File: config.mk
export PLATFORM = sky130hd
export DESIGN_NAME = lfu_cache_table_top
export DESIGN_NICKNAME = d
export VERILOG_FILES = /design/src/rtl/lfu_pkg.sv /design/src/rtl/lfu_cell.sv /design/src/rtl/lfu_cache_table_top.sv
export VERILOG_INCLUDE_DIRS = /design/src /design/src/rtl
export SDC_FILE = /design/constraint.sdc
export NUM_CORES = 2
export LEC_CHECK = 0
export BUFFER_PORTS_ARGS = -buffer_cell sky130_fd_sc_hd__clkbuf_2
export CAP_MARGIN = 20
export CORE_MARGIN = 1
export CORE_UTILIZATION = 55
export CTS_BUF_LIST = sky130_fd_sc_hd__clkbuf_8
export DETAILED_ROUTE_END_ITERATION = 10
export PLACE_DENSITY = 0.71
export SLEW_MARGIN = 5
export SYNTH_ARGS = -nofsm -noshare
export SYNTH_HDL_FRONTEND = slang
export SYNTH_SLANG_ARGS = --single-unit
export TNS_END_PERCENT = 1
File: constraint.sdc
create_clock -name clk -period 8.3 [get_ports clk]
set_input_delay 1.66 -clock clk [delete_from_list [all_inputs] [get_ports clk]]
set_output_delay 1.66 -clock clk [all_outputs]
set_load 0.01 [all_outputs]
File: src/rtl/assert_macros.svh
// Assertion macros used by the RTL top level.
// Depends on nothing; included where assertions are written.
`ifndef ASSERT_MACROS_SVH
`define ASSERT_MACROS_SVH
// Implication checked on every rising clock edge outside reset.
`define ASSERT_IMPL(label, clk, rst_n, pre, post) \
  label: assert property (@(posedge clk) disable iff (!rst_n) (pre) |-> (post)) \
    else $error("assertion failed");
// Next-cycle implication checked outside reset.
`define ASSERT_NEXT(label, clk, rst_n, pre, post) \
  label: assert property (@(posedge clk) disable iff (!rst_n) (pre) |=> (post)) \
    else $error("assertion failed");
`endif

File: src/rtl/lfu_pkg.sv
// Types and constants of the LFU cache table.
// No dependencies; used by every RTL module.
package lfu_pkg;
  localparam int ENTRIES    = 16;
  localparam int COUNT_BITS = 16;
  localparam int IDX_BITS   = $clog2(ENTRIES);
  localparam int CAP_BITS   = 5;
  localparam logic [COUNT_BITS-1:0] COUNT_MAX = '1;

  typedef struct packed {
    logic        cmd;
    logic signed [31:0] key;
    logic signed [31:0] data_in;
  } lfu_in_t;

  typedef struct packed {
    logic        hit;
    logic signed [31:0] data_out;
    logic        evicted;
    logic signed [31:0] evicted_key;
  } lfu_out_t;

  // Per-entry contents held in a cell.
  typedef struct packed {
    logic                  valid;
    logic [31:0]           key;
    logic [31:0]           value;
    logic [COUNT_BITS-1:0] cnt;
    logic [IDX_BITS-1:0]   rank;
  } lfu_entry_t;

  // Operation broadcast to all cells.
  typedef enum logic [1:0] {
    OP_NONE  = 2'd0,
    OP_TOUCH = 2'd1,
    OP_EVICT = 2'd2,
    OP_FILL  = 2'd3
  } lfu_op_t;

  typedef struct packed {
    lfu_op_t             op;
    logic [IDX_BITS-1:0] sel;
    logic [IDX_BITS-1:0] sel_rank;
    logic [31:0]         key;
    logic [31:0]         value;
    logic                wr_value;
  } lfu_ctl_t;
endpackage

File: src/rtl/lfu_cell.sv
// One cache entry cell of the LFU table; shifts its entry along the ring while scanning.
// Depends on lfu_pkg.
module lfu_cell (
  input  logic                         clk,
  input  logic                         rst_n,
  input  logic [lfu_pkg::IDX_BITS-1:0] my_idx,
  input  logic                         rotate,
  input  lfu_pkg::lfu_entry_t          prev_ent,
  input  lfu_pkg::lfu_ctl_t            ctl,
  output lfu_pkg::lfu_entry_t          ent
);
  import lfu_pkg::*;

  lfu_entry_t ent_r, ent_nxt;
  assign ent = ent_r;

  always_comb begin
    ent_nxt = ent_r;
    if (rotate) begin
      ent_nxt = prev_ent;
    end else begin
      case (ctl.op)
        OP_TOUCH: begin
          if (ctl.sel == my_idx) begin
            ent_nxt.rank = '0;
            if (ent_r.cnt != COUNT_MAX) ent_nxt.cnt = ent_r.cnt + 1'b1;
            if (ctl.wr_value) ent_nxt.value = ctl.value;
          end else if (ent_r.valid && ent_r.rank < ctl.sel_rank) begin
            ent_nxt.rank = ent_r.rank + 1'b1;
          end
        end
        OP_EVICT: begin
          if (ctl.sel == my_idx) ent_nxt.valid = 1'b0;
          else if (ent_r.valid && ent_r.rank > ctl.sel_rank)
            ent_nxt.rank = ent_r.rank - 1'b1;
        end
        OP_FILL: begin
          if (ctl.sel == my_idx) begin
            ent_nxt.valid = 1'b1;
            ent_nxt.key   = ctl.key;
            ent_nxt.value = ctl.value;
            ent_nxt.cnt   = {{(COUNT_BITS-1){1'b0}}, 1'b1};
            ent_nxt.rank  = '0;
          end else if (ent_r.valid) begin
            ent_nxt.rank = ent_r.rank + 1'b1;
          end
        end
        default: ;
      endcase
    end
  end

  always_ff @(posedge clk) begin
    if (!rst_n) begin
      ent_r.valid <= 1'b0;
      ent_r.key   <= ent_nxt.key;
      ent_r.value <= ent_nxt.value;
      ent_r.cnt   <= ent_nxt.cnt;
      ent_r.rank  <= ent_nxt.rank;
    end else begin
      ent_r <= ent_nxt;
    end
  end
endmodule

File: src/rtl/lfu_cache_table_top.sv
// Top level of the LFU cache table: cell ring, scan sequencer, result register.
// Depends on lfu_pkg, lfu_cell and assert_macros.svh.
//
//  channel | ports                        | handshake
//  input   | start, busy, in_data         | transfer when start && !busy
//  result  | out_valid, out_data          | one-cycle strobe, no stall
//  config  | cfg_we, cfg_capacity         | write when cfg_we
//
// Busy holds after the transfer while the ring of cells rotates once past a
// compare at cell 0, looking for the key and the victim; then an update state
// (touch, evict or fill) and a state that raises the strobe. An eviction adds
// a fill state. The strobe sits in the first idle cycle, so the next transfer
// can come as early as the strobe. The rotation sets the rate.
// Reset clears valid bits, entry count, capacity to 16 and the sequencer.
// The receiver cannot stall; busy is high from transfer until the strobe.
module lfu_cache_table_top (
  input  logic                            clk,
  input  logic                            rst_n,
  input  logic                            start,
  output logic                            busy,
  input  lfu_pkg::lfu_in_t                in_data,
  output logic                            out_valid,
  output lfu_pkg::lfu_out_t               out_data,
  input  logic                            cfg_we,
  input  logic [lfu_pkg::CAP_BITS-1:0]    cfg_capacity
);
  import lfu_pkg::*;
`include "assert_macros.svh"

  typedef enum logic [2:0] {
    S_IDLE, S_SCAN, S_UPDATE, S_FILL, S_DONE
  } state_t;

  state_t                state_r;
  logic [CAP_BITS-1:0]   capacity_r;
  logic [CAP_BITS-1:0]   count_r;
  logic [IDX_BITS:0]     step_r;
  lfu_in_t               req_r;
  // scan results
  logic                  found_r, vic_ok_r;
  logic [IDX_BITS-1:0]   hit_idx_r, hit_rank_r, vic_idx_r, vic_rank_r, free_idx_r;
  logic [COUNT_BITS-1:0] vic_cnt_r;
  logic [31:0]           hit_val_r, vic_key_r;
  logic                  free_ok_r;
  lfu_out_t              out_r;
  logic                  out_valid_r;

  lfu_entry_t ents [ENTRIES];
  lfu_ctl_t   ctl;
  logic       rotate;

  assign rotate = (state_r == S_SCAN);

  genvar g;
  generate
    for (g = 0; g < ENTRIES; g++) begin : g_cell
      lfu_cell u_cell (
        .clk      (clk),
        .rst_n    (rst_n),
        .my_idx   (IDX_BITS'(g)),
        .rotate   (rotate),
        .prev_ent (ents[(g + 1) % ENTRIES]),
        .ctl      (ctl),
        .ent      (ents[g])
      );
    end
  endgenerate

  // Cell 0 sees slot (step) during scan; after ENTRIES rotations the ring is home.
  logic [IDX_BITS-1:0] cur_idx;
  logic [CAP_BITS-1:0] cap_eff;
  logic                need_evict;
  assign cur_idx  = step_r[IDX_BITS-1:0];
  assign cap_eff  = (capacity_r > CAP_BITS'(ENTRIES)) ? CAP_BITS'(ENTRIES) : capacity_r;
  assign need_evict = (count_r >= cap_eff) && vic_ok_r;

  always_comb begin
    ctl          = '0;
    ctl.op       = OP_NONE;
    ctl.key      = req_r.key;
    ctl.value    = req_r.data_in;
    if (state_r == S_UPDATE) begin
      if (found_r && (!req_r.cmd || cap_eff != '0)) begin
        ctl.op       = OP_TOUCH;
        ctl.sel      = hit_idx_r;
        ctl.sel_rank = hit_rank_r;
        ctl.wr_value = req_r.cmd;
      end else if (!found_r && req_r.cmd && cap_eff != '0) begin
        if (need_evict) begin
          ctl.op       = OP_EVICT;
          ctl.sel      = vic_idx_r;
          ctl.sel_rank = vic_rank_r;
        end else if (free_ok_r) begin
          ctl.op  = OP_FILL;
          ctl.sel = free_idx_r;
        end
      end
    end else if (state_r == S_FILL) begin
      ctl.op  = OP_FILL;
      ctl.sel = free_idx_r;
    end
  end

  always_ff @(posedge clk) begin
    if (!rst_n) begin
      state_r     <= S_IDLE;
      capacity_r  <= CAP_BITS'(16);
      count_r     <= '0;
      out_valid_r <= 1'b0;
    end else begin
      out_valid_r <= 1'b0;
      if (cfg_we) capacity_r <= cfg_capacity;
      unique case (state_r)
        S_IDLE: begin
          if (start) begin
            req_r     <= in_data;
            step_r    <= '0;
            found_r   <= 1'b0;
            vic_ok_r  <= 1'b0;
            free_ok_r <= 1'b0;
            state_r   <= S_SCAN;
          end
        end
        S_SCAN: begin
          // compare the entry now at cell 0
          if (ents[0].valid) begin
            if (ents[0].key == req_r.key) begin
              found_r    <= 1'b1;
              hit_idx_r  <= cur_idx;
              hit_rank_r <= ents[0].rank;
              hit_val_r  <= ents[0].value;
            end
            if (!vic_ok_r || ents[0].cnt < vic_cnt_r ||
                (ents[0].cnt == vic_cnt_r && ents[0].rank > vic_rank_r)) begin
              vic_ok_r   <= 1'b1;
              vic_idx_r  <= cur_idx;
              vic_cnt_r  <= ents[0].cnt;
              vic_rank_r <= ents[0].rank;
              vic_key_r  <= ents[0].key;
            end
          end else if (!free_ok_r) begin
            free_ok_r  <= 1'b1;
            free_idx_r <= cur_idx;
          end
          step_r <= step_r + 1'b1;
          if (step_r == (IDX_BITS+1)'(ENTRIES - 1)) state_r <= S_UPDATE;
        end
        S_UPDATE: begin
          out_r.hit         <= found_r;
          out_r.data_out    <= (found_r && !req_r.cmd) ? hit_val_r : '0;
          out_r.evicted     <= 1'b0;
          out_r.evicted_key <= '0;
          state_r           <= S_DONE;
          if (ctl.op == OP_EVICT) begin
            out_r.evicted     <= 1'b1;
            out_r.evicted_key <= vic_key_r;
            // the victim's slot becomes free; fill the lower of it and the first free slot
            if (!free_ok_r || vic_idx_r < free_idx_r) free_idx_r <= vic_idx_r;
            count_r <= count_r - 1'b1;
            state_r <= S_FILL;
          end else if (ctl.op == OP_FILL) begin
            count_r <= count_r + 1'b1;
          end
        end
        S_FILL: begin
          count_r <= count_r + 1'b1;
          state_r <= S_DONE;
        end
        S_DONE: begin
          out_valid_r <= 1'b1;
          state_r     <= S_IDLE;
        end
        default: state_r <= S_IDLE;
      endcase
    end
  end

  assign busy      = (state_r != S_IDLE);
  assign out_valid = out_valid_r;
  assign out_data  = out_r;

  `ASSERT_NEXT(a_fill_after_evict, clk, rst_n, ctl.op == OP_EVICT, state_r == S_FILL)
  `ASSERT_IMPL(a_count_bound, clk, rst_n, 1'b1, count_r <= CAP_BITS'(ENTRIES))
  `ASSERT_NEXT(a_strobe_one, clk, rst_n, out_valid, !out_valid)
endmodule
==> out/results.ini <==
[worst_setup_path]
r2r-end=g_cell[11].u_cell.ent[29]$_DFFE_PP_
worst_ep_required_time_ns=8.90
cp-startpoint=state_r[0]$_SDFFE_PN0P_
path_max_fanout=63
cp.depth=9
crit_path_end=g_cell[11].u_cell.ent[29]$_DFFE_PP_
r2r_start=state_r[0]$_SDFFE_PN0P_
crit_chain=nor2_1 > and2_1 > and2_2 > nand2_8 > inv_4 > a2bb2oi_2 > nand4_1 > a21oi_4 > buf_4
slowest_delay_ns=0.86
endpoint_kind=register
path_delay_family=simple AND/OR/NAND/NOR gates
crit_type=reg -> reg
worstSetupStartpointType=register
critPathSlowestCell=dfxtp_1
ff2ff_path_depth=9
worst_ep_arrival_time_ns=6.58
r2r_slack_ns=2.32
cp_num_buf_inv=2

[clocking]
cts.clk_slew.worst_paths_ns=0.06
numCtsBuffers=281
cts_tree=built
cts_root_buffer=clkbuf_8
cts_sinks=1613
ctsResizeCount=0
postCtsSetupBuffers=0
postCtsHoldBufs=0
clk_latency_ns=1.00
clock_tree.buffer_depth=4
htree_levels=5

[floorplan]
row_count=132
initial_core_util=0.554
die_area_mm2=0.132
die_x_um=363
fp.coreArea_mm2=0.129
pin_count=142
die_h_um=363

[finish]
drive_above_1_share=0.111
area_growth_pct=10.0
fin_cells=7278
utilization=0.609
layout.nets=5567

[global_route]
grt_max_degree=243
antenna_found_initial=5
grt_pass1_wl_um=250000
grt_usage=0.245
grt_pass1_vias=42915
grt.overflow.total=0

[drt]
wire_per_inst_um=22.3
routed_wl_um=162000
routed_via_density=6.01
num_vias=43716
first_iter_violations=4842
final_antenna_net_count=0
drc=0
first_pass_iters=6

[placement]
port_buffers=141
place.gp.congestion=0.883
placed_cells=6807
dpl.hpwl_um=97000

[power_and_ir_drop]
ir_drop_mv=0.191
combPwrFrac=0.083
clkPwrFrac=0.367
p_int_w=0.0135
pwr-share-seq=0.550
netSwitchingPower_w=0.00431
switching_share=0.242
static-leakage-power_nw=32.2
powerDensity_mw_per_mm2=225

[synth]
syn-num-nets=5478
ys_ff_latch=1613
synth_ff_type=edfxtp_1
synth.cell_area_mm2=0.0717
synth_edf_count=1583
synth_warnings=0
seq_area_frac_synth=0.671
synthCells=5260
avgSynthCellArea_um2=13.6
async_reset_ff_frac=0
synth_cell_type_count=83

[timing]
max_freq_ghz=0.167
tightest_slew_ns=1.18
rsz0062_at_grt=false
finalCritPeriodShare=0.721
fin_crit_ns=5.98
fin_tns_setup_ns=0
skew_ns=0.0795
relSlewSlack=0.216
drv_slew=0
setup_viol=0
hold_viol=0

[min_path]
min_path_type=reg -> reg

[outcome]
status=finished, final reports clean

[run]
drv_cap=0

==> logic make-up (layout without fill, tap and decap cells) <==
group | Yosys count | after routing | share of synthesized area
DFF | 1613 | 1613 | 0.671
AOI/OAI and AO/OA | 1603 | 1603 | 0.162
and+or+nand+nor | 1088 | 1088 | 0.0734
buffers and inverters | 481 | 756 | 0.0280
xor gates and xnor gates | 322 | 322 | 0.0393
adders and majority gates | 144 | 144 | 0.0251
muxes | 9 | 9 | 0.00127
other | 0 | 1 | 0
==> registers in the layout, summed over array words and instances, names as in the netlist, 4 cells and up <==
| signal | cells |
|---|---|
| vic_rank_r | 4 |
| count_r | 5 |
| free_idx_r | 4 |
| capacity_r | 5 |
| g_cell.u_cell.ent | 1360 |
| out_data | 66 |
| step_r | 5 |
| vic_key_r | 32 |
| vic_idx_r | 4 |
| ctl | 64 |
| hit_val_r | 32 |
| hit_idx_r | 4 |
| hit_rank_r | 4 |
| vic_cnt_r | 16 |
==> stage by stage <==
step / area (um2) / power [W] / worst slack [ns] / hold slack [ns]
3_3_place_gp: 73800 / 0.0113 / 2.45 / 0.438
2_1_floorplan: 71700 / 0.0109 / 1.75 / 0.427
5_1_grt: 78900 / 0.0185 / 2.04 / 0.444
4_1_cts: 78900 / 0.0179 / 2.40 / 0.442
3_5_place_dp: 74000 / 0.0114 / 2.43 / 0.434
6_report: 78900 / 0.0178 / 2.32 / 0.447
==> power by group through the flow <==
stage / Clock (W) / Sequential [W] / Combinational [W]
6_report: 0.00653 / 0.00977 / 0.00148
3_3_place_gp: 0 / 0.00993 / 0.00142
4_1_cts: 0.00668 / 0.00977 / 0.00148
5_1_grt: 0.00704 / 0.00981 / 0.00163
3_5_place_dp: 0 / 0.00994 / 0.00147
2_1_floorplan: 0 / 0.00985 / 0.00108
==> area by class of cell <==
| type | count | area, um2 |
|---|---|---|
| Clock buffer | 289 | 3980 |
| Inverter | 77 | 299 |
| Timing Repair Buffer | 210 | 1410 |
| Tap cell | 1742 | 2180 |
| Sequential cell | 1613 | 48100 |
| Clock inverter | 180 | 883 |
| Fill cell | 9921 | 50600 |
| Multi-Input combinational cell | 3166 | 22000 |
| Antenna cell | 1 | 2.50 |
==> layer usage <==
metal / vias up / wire length, um / share of wire / global-route usage
li1: 19935 / - / - / -
met1: 21964 / 71100 / 0.44 / 0.347
met2: 1513 / 75800 / 0.47 / 0.384
met3: 304 / 10900 / 0.067 / 0.0444
met4: 0 / 4580 / 0.028 / 0.0846
met5: - / 0 / 0 / 0
==> how the worst min path moves through the flow <==
| stage | start | to | cells past startpoint |
|---|---|---|---|
| 5_1_grt | g_cell[0].u_cell.ent[37]$_DFFE_PP_ | hit_val_r[17]$_DFFE_PP_ | 0 |
| 3_3_place_gp | g_cell[0].u_cell.ent[23]$_DFFE_PP_ | hit_val_r[3]$_DFFE_PP_ | 0 |
| 2_1_floorplan | g_cell[0].u_cell.ent[20]$_DFFE_PP_ | hit_val_r[0]$_DFFE_PP_ | 0 |
| 3_5_place_dp | g_cell[0].u_cell.ent[29]$_DFFE_PP_ | hit_val_r[9]$_DFFE_PP_ | 0 |
| 6_report | g_cell[0].u_cell.ent[46]$_DFFE_PP_ | hit_val_r[26]$_DFFE_PP_ | 0 |
| 4_1_cts | g_cell[0].u_cell.ent[37]$_DFFE_PP_ | hit_val_r[17]$_DFFE_PP_ | 0 |
==> placed cells by master (no fill, tap or decap), types with 8 or more instances in the layout <==
cell type,netlist,layout
o31ai_1,154,153
mux2i_1,8,8
buf_12,0,11
and2_1,100,99
nor2b_1,20,20
nand3_1,167,167
nor4_1,14,13
a21o_1,1030,1030
a22oi_1,26,26
ha_1,144,144
or3_1,10,10
xnor2_1,117,117
clkbuf_8,0,289
nand2b_1,24,23
o21ai_4,0,13
o21ai_0,195,182
clkinv_1,0,63
a31oi_1,24,23
nor2_4,1,12
buf_4,1,55
a21oi_1,54,42
a21oi_4,1,13
clkbuf_2,0,141
nand2_1,401,399
xor2_1,205,205
o221a_2,8,8
clkinv_2,0,20
o211ai_1,9,9
nor2_1,143,130
nor3_1,35,35
dfxtp_1,30,30
o221ai_1,19,19
a311oi_1,12,11
nand4_1,57,57
and3_1,96,96
inv_1,75,162
edfxtp_1,1583,1583
==> synth_stat cells (24+ instances only) <==
library cell  instances  area [um2]
a31oi_1              24         150
a21o_1             1030        7730
nand2_1             401        1510
nor2_1              143         537
xnor2_1             117        1020
clkbuf_1            218         818
nand4_1              57         357
and3_1               96         601
buf_2               126         631
a22oi_1              26         195
ha_1                144        1800
and2_1              100         626
nand2b_1             24         150
o31ai_1             154        1160
xor2_1              205        1800
edfxtp_1           1583       47500
nor3_1               35         175
inv_1                75         282
a21oi_1              54         270
o21ai_0             195         976
dfxtp_1              30         601
nand3_1             167         836
buf_1                54         203
(Power assumes the default switching activity.)
